## config.mk

```make
export PLATFORM = sky130hd
export DESIGN_NAME = c3zp_mac
export DESIGN_NICKNAME = d
export VERILOG_FILES = /design/src/design/c3zp_pkg.sv /design/src/design/c3zp_mac.sv
export SDC_FILE = /design/constraint.sdc
export NUM_CORES = 2
export LEC_CHECK = 0
export BUFFER_PORTS_ARGS = -buffer_cell sky130_fd_sc_hd__buf_2
export CORE_MARGIN = 2
export CORE_UTILIZATION = 60
export DETAILED_ROUTE_END_ITERATION = 10
export PLACE_DENSITY = 0.84
export SKIP_LAST_GASP = 1
export SYNTH_ARGS = -nofsm -noshare
export SYNTH_HDL_FRONTEND = slang
export SYNTH_SLANG_ARGS = --single-unit
```

## constraint.sdc

```tcl
create_clock -name clk -period 14.08 [get_ports clk]
set_input_delay 2.112 -clock clk [delete_from_list [all_inputs] [get_ports clk]]
set_output_delay 2.112 -clock clk [all_outputs]
set_load 0.03 [all_outputs]
```

## src/design/c3zp_pkg.sv

```systemverilog
// Shared constants and types for the streaming 3x3 zero-padded correlator.
`default_nettype none

package c3zp_pkg;

    localparam int MAX_COLS   = 1024;
    localparam int MAX_ROWS   = 1024;
    localparam int COL_W      = $clog2(MAX_COLS);
    localparam int ROW_W      = $clog2(MAX_ROWS);
    localparam int ROW_CNT_W  = ROW_W + 1;
    localparam int CFG_W      = 11;
    localparam int SAMPLE_W   = 8;
    localparam int TAP_W      = 7;
    localparam int KSIZE      = 3;
    localparam int NUM_TAPS   = KSIZE * KSIZE;
    localparam int KERNEL_W   = NUM_TAPS * TAP_W;
    localparam int PROD_W     = SAMPLE_W + TAP_W;
    localparam int VALUE_W    = 18;
    localparam int APB_DATA_W = 64;
    localparam int APB_ADDR_W = 5;

    localparam logic [CFG_W-1:0]    ROWS_RESET   = 11'd16;
    localparam logic [CFG_W-1:0]    COLS_RESET   = 11'd16;
    localparam logic [KERNEL_W-1:0] KERNEL_RESET = 63'h0102_0408_0020_4081;

    localparam logic CMD_SAMPLE = 1'b0;

    typedef enum logic [1:0] {
        REG_FRAME_ROWS,
        REG_FRAME_COLS,
        REG_KERNEL_TAPS
    } reg_idx_t;

    typedef logic signed [SAMPLE_W-1:0] sample_t;
    typedef logic signed [PROD_W-1:0]   prod_t;
    typedef logic signed [VALUE_W-1:0]  value_t;

    // Which borders of the 3x3 neighborhood fall outside the frame.
    typedef struct packed {
        logic top;
        logic bottom;
        logic left;
        logic right;
    } mask_t;

    typedef struct packed {
        logic [ROW_W-1:0] row;
        logic [COL_W-1:0] col;
        logic             last;
        mask_t            edges;
    } meta_t;

    typedef struct packed {
        logic shift;
        logic prod_en;
        logic sum_en;
    } mac_ctrl_t;

endpackage

`default_nettype wire

```

## src/design/c3zp_mac.sv

```systemverilog
// 3x3 window, masked tap products and the final neighborhood sum register.
`default_nettype none

module c3zp_mac (
    input  wire logic                              clk,
    input  wire c3zp_pkg::mac_ctrl_t               ctrl,
    input  wire c3zp_pkg::sample_t                 column [c3zp_pkg::KSIZE],
    input  wire c3zp_pkg::mask_t                   edges,
    input  wire logic [c3zp_pkg::KERNEL_W-1:0]     taps,
    output c3zp_pkg::value_t                       value
);

    c3zp_pkg::sample_t window_reg [c3zp_pkg::NUM_TAPS];
    c3zp_pkg::prod_t   prod_reg   [c3zp_pkg::NUM_TAPS];
    c3zp_pkg::prod_t   prod_next  [c3zp_pkg::NUM_TAPS];
    c3zp_pkg::value_t  value_reg;
    c3zp_pkg::value_t  sum_next;

    // Rows of the window are oldest first; within a row the newest column is on the right.
    always_ff @(posedge clk)
    begin
        if (ctrl.shift)
        begin
            for (int r = 0; r < c3zp_pkg::KSIZE; r++)
            begin
                for (int c = 0; c < c3zp_pkg::KSIZE - 1; c++)
                begin
                    window_reg[r*c3zp_pkg::KSIZE + c] <= window_reg[r*c3zp_pkg::KSIZE + c + 1];
                end
                window_reg[r*c3zp_pkg::KSIZE + c3zp_pkg::KSIZE - 1] <= column[r];
            end
        end
        if (ctrl.prod_en)
        begin
            prod_reg <= prod_next;
        end
        if (ctrl.sum_en)
        begin
            value_reg <= sum_next;
        end
    end

    // Neighbors outside the frame contribute nothing, whatever the window holds there.
    always_comb
    begin
        logic skip;
        skip = 1'b0;
        for (int dr = 0; dr < c3zp_pkg::KSIZE; dr++)
        begin
            for (int dc = 0; dc < c3zp_pkg::KSIZE; dc++)
            begin
                skip = (dr == 0 && edges.top) || (dr == c3zp_pkg::KSIZE - 1 && edges.bottom)
                    || (dc == 0 && edges.left) || (dc == c3zp_pkg::KSIZE - 1 && edges.right);
                if (skip)
                begin
                    prod_next[dr*c3zp_pkg::KSIZE + dc] = '0;
                end
                else
                begin
                    prod_next[dr*c3zp_pkg::KSIZE + dc] =
                        c3zp_pkg::PROD_W'(window_reg[dr*c3zp_pkg::KSIZE + dc])
                        * c3zp_pkg::PROD_W'($signed(
                            taps[(dr*c3zp_pkg::KSIZE + dc)*c3zp_pkg::TAP_W +: c3zp_pkg::TAP_W]));
                end
            end
        end
    end

    always_comb
    begin
        sum_next = '0;
        for (int n = 0; n < c3zp_pkg::NUM_TAPS; n++)
        begin
            sum_next = sum_next + c3zp_pkg::VALUE_W'(prod_reg[n]);
        end
    end

    assign value = value_reg;

endmodule

`default_nettype wire

```

Yosys cells after proc, flatten, opt, wreduce, memory -nomap -nowiden
Memory sizes are Yosys's and may differ from the RTL's. Index checks and enable logic that the tools add are counted.

$add $sub $neg: 8. Multiply operators: 9. Divide/modulo/power cells: 0. Order comparisons: 0. Eq/ne operators: 0. Shifts and indexed selects: 0. Multiplexer cells: 2. Bitwise operators: 0. Reduce and logical (&&, ||, !) cells: 4.

Operators with widths (number): 8-bit by 7-bit multiplier with 15-bit output (9); 18-bit by 15-bit adder with 18-bit output (6); 16-bit by 15-bit adder with 17-bit output (1); 15-bit by 15-bit adder with 16-bit output (1); 1-bit logical OR (4); 1-bit two-way mux (2).

Flip-flop bits (word level): 153. Latch bits: 0. RAM bits: 72. Memory bits (read-only): 0. Logic and storage cells: 34. Memories kept: 1.

Memories: window_reg (words 9, width 8, rd ports 9, clocked after memory_dff 0, wr ports 9, line c3zp_mac.sv:13) `c3zp_pkg::sample_t window_reg [c3zp_pkg::NUM_TAPS];`.

Depth between registers and ports, before layout
Word-level depth: 8. Gate-level depth with buffers: 19.

Worst setup path after synthesis
OpenSTA, ideal clock, no wires.

Kind: in2reg. Start point: input port taps[1] in the netlist's numbering. End point: register prod_reg[133] in the netlist's numbering (data pin). Arrival time: 5.767 ns. Data required time: 13.814 ns. Path slack: 8.047 ns. Cell stages on the path: 15. Path buffers: 0. Cells stage by stage: nand2_1 -> fa_1 -> fa_1 -> inv_1 -> fa_1 -> inv_1 -> fa_1 -> inv_1 -> ha_1 -> a21oi_1 -> o21bai_1 -> a2111o_1 -> a41oi_1 -> xor2_1 -> nor2_1.

Longest elaborated chain between the ends: 1.

RTL lines: from (decl) (line c3zp_mac.sv:9) `input wire logic [c3zp_pkg::KERNEL_W-1:0] taps,`; 8-bit by 7-bit multiplier with 15-bit output (line c3zp_mac.sv:62) `* c3zp_pkg::PROD_W'($signed(`; to (signal assigned) (line c3zp_mac.sv:35) `prod_reg <= prod_next;`; to (decl) (line c3zp_mac.sv:14) `c3zp_pkg::prod_t prod_reg [c3zp_pkg::NUM_TAPS];`.

No other way between the ends. A chain may end at the register's enable or synchronous reset.

==> results.md <==
- Area growth syn-to-layout: 7.70%
- Kind of start point of the critical path: input port
- Final nets: 4001
- Cells traversed along the worst timing path: buf_2 > and2_1 > fa_1 > inv_1 > fa_1 > inv_1 > fa_1 > inv_1 > fa_1 > inv_1 > ha_1 > a21oi_1 > o21bai_1 > a21oi_1 > o21ai_0 > o311ai_0
- Row count: 82
- Largest net degree at the start of global routing: 94
- R2R Setup Slk: 8580 ps
- R2R depth: 18
- Category of the critical setup timing path: in -> reg
- Max Clock Skew: 21.2 ps
- Detailed route wirelength on metal3: 3520 µm
- CTS Buffer Depth: 3
- Status: complete, no violations
- Antenna viol nets, final: 0
- # setup viols final: 0
- Reg2Reg Launch Point: prod_reg[106]$_SDFFCE_PP0P_
- Hold path endpoint: window_reg[0][7]$_DFFE_PP_
- Top Layer Used: met5
- Number of hold-slack violations in the final timing report: 0
- CTS resizes: 0
- Layout cells sized above 1: 5.65%
- Number of fill cells in the layout: 3883
- Slew of the pin with the lowest slew margin: 1180 ps
- Setup total negative slack: 0 ps
- Number of max-capacitance violations reported: 0
- Residual DRC: 0
- Time the final worst path needs with I/O delays and setup: 5940 ps
- Sink count of the clock tree: 225
- Clock insertion delay at the later pin of the skew report: 570 ps
- Most used flip-flop cell after synthesis: edfxtp_1
- Width of the die: 229 µm
- Top-level port count: 113
- Clock transition at path regs: 60 ps
- Vias in the first global route: 22066
- Via density per instance: 5.32
- Post-synthesis cell type count: 62
- Met2 wire len: 31500 µm
- Worst Path Max Fanout: 8
- Via count: 20277
- Number of antenna violations at the first check in global routing: 3
- Routed wire per std cell: 16.3 µm
- Post-CTS Repair Setup Buffers: 0
- Rel. slew slack: 21.3%
- Instance count along the most critical hold path: 0
- Area of the die: 52400 µm²
- Area of the mapped netlist: 30400 µm²
- Post-cts hold buffer count: 0
- Sum of routed wire segments on met1: 24900 µm
- Count of warnings emitted by yosys: 0
- Commonest cells after routing, fill and taps aside: inv_1 (754), fa_1 (489), and2_1 (331), ha_1 (304), edfxtp_1 (225)
- Most common cell after layout, fill and taps aside: inv_1
- Root Driver: clkbuf_16
- Crit Reg-Reg Endpoint: value[14]$_DFFE_PP_
- Total grt overflow: 0
- Drt first-iter violations: 1282
- Total Routed Length: 62200 µm
- Maximum cell stage delay along the critical path: 530 ps
- Maximum clock frequency: 168 MHz
- Length of the first detailed-routing pass in iterations: 5
- GRT Resource Usage Total: 25.1%
- Effective utilization at floorplan: 60.6%
- Number of nets in the synthesized netlist: 3870
- Type of destination of the critical path: flip-flop
- Share of synthesized area occupied by flip-flops and latches: 22.3%
- Master of the slowest instance on the critical path: fa_1
- Max reg flops: 135
- Synth Instances: 2982
- DP HPWL: 50600 µm
- Floorplan core area: 50100 µm²
- Hold Crit Class: reg -> reg
- Share of flip-flops with an asynchronous set or reset after synthesis: 0%
- Mean area per synthesized cell: 10.2 µm²
- Number of clock buffers inserted by TritonCTS: 28
- Arrival time worst endpoint: 6280 ps
- Worst EP required: 14420 ps
- Number of synthesized register bits: 225
- Count of H-tree levels built during CTS: 1
- CTS tree: done
- Max-slew violations: 0
- RSZ-0062 raised after global routing: no
- Final worst-path cycle share: 42.2%
- GP Congestion: 0.880
- First-pass GRT wire length: 106000 µm
- Overall die height: 229 µm
- Number of buffers added on ports: 112
- Count of flip-flops with a built-in enable after synthesis: 225
- Post-layout util: 65.3%
- Worst min-delay path startpoint: window_reg[1][7]$_DFFE_PP_
-- cell usage after synthesis, drive strengths merged, types with 29 or more instances --
master / n / area share [%]
nand2b: 41 / 0.85
o21ai: 65 / 1.1
nor2: 158 / 2.0
xnor2: 116 / 3.3
ha: 304 / 13
edfxtp: 225 / 22
fa: 489 / 32
and2: 331 / 6.8
xor2: 31 / 0.89
a21oi: 82 / 1.4
nand2: 140 / 1.7
nor3: 29 / 0.49
inv: 754 / 9.3
-- area by class of cell --
class                      count  area, µm²  share of cell area, %
clock inverter                22        229                  0.700
multi-input combinational   1990      20700                   63.4
sequential                   225       6760                   20.7
antenna                        2       5.00                 0.0153
clock buffer                  30        729                   2.23
timing repair buffer         114        581                   1.78
inverter                     754       2830                   8.66
tap                          672        841                   2.57
-- how the worst max path moves through the flow --
stage / from / to / slack [ps] / cells past startpoint
floorplan: taps[1] / prod_reg[133]$_SDFFCE_PP0P_ / 8050 / 15
global placement: taps[1] / prod_reg[133]$_SDFFCE_PP0P_ / 7760 / 16
detailed placement: taps[1] / prod_reg[133]$_SDFFCE_PP0P_ / 7690 / 16
CTS: taps[29] / prod_reg[73]$_DFFE_PP_ / 8240 / 16
global route: taps[43] / prod_reg[44]$_SDFFCE_PP0P_ / 7890 / 18
finish: taps[29] / prod_reg[73]$_DFFE_PP_ / 8140 / 16
-- metrics by stage --
step | instance area (µm²) | hold WS [ps] | setup WS (ps) | cells
6_report | 32700 | 626 | 8140 | 3809
5_1_grt | 32700 | 628 | 7890 | 3808
4_1_cts | 32700 | 618 | 8240 | 3807
3_5_place_dp | 31700 | 600 | 7690 | 3755
3_3_place_gp | 31700 | 601 | 7760 | 3755
2_1_floorplan | 30400 | 503 | 8050 | 2982
-- routing by layer --
layer | global-route usage (%) | up-vias
met3 | 3.19 | 148
met5 | 0 | -
met4 | 8.87 | 4
met2 | 44.5 | 560
met1 | 31.7 | 10101
li1 | - | 9464
-- kinds of logic after synthesis --
family	after synthesis	synth area share, %
muxes	6	0.198
xor gates and xnor gates	147	4.24
and+or+nand+nor	789	13.7
adders and majority gates	793	44.8
DFF	225	22.3
buffers and inverters	767	9.49
AOI/OAI and AO/OA	255	5.31
-- worst max-delay path, delay by kind of cell --
| kind | cells | cell delay [ps] |
|---|---|---|
| buf+inv | 5 | 350 |
| fa+ha+maj | 5 | 2340 |
| simple gates | 1 | 160 |
| compound gates | 5 | 1320 |
Power is not shown: default switching activity piles up to over one toggle a cycle in this logic, so the estimate is an artifact.
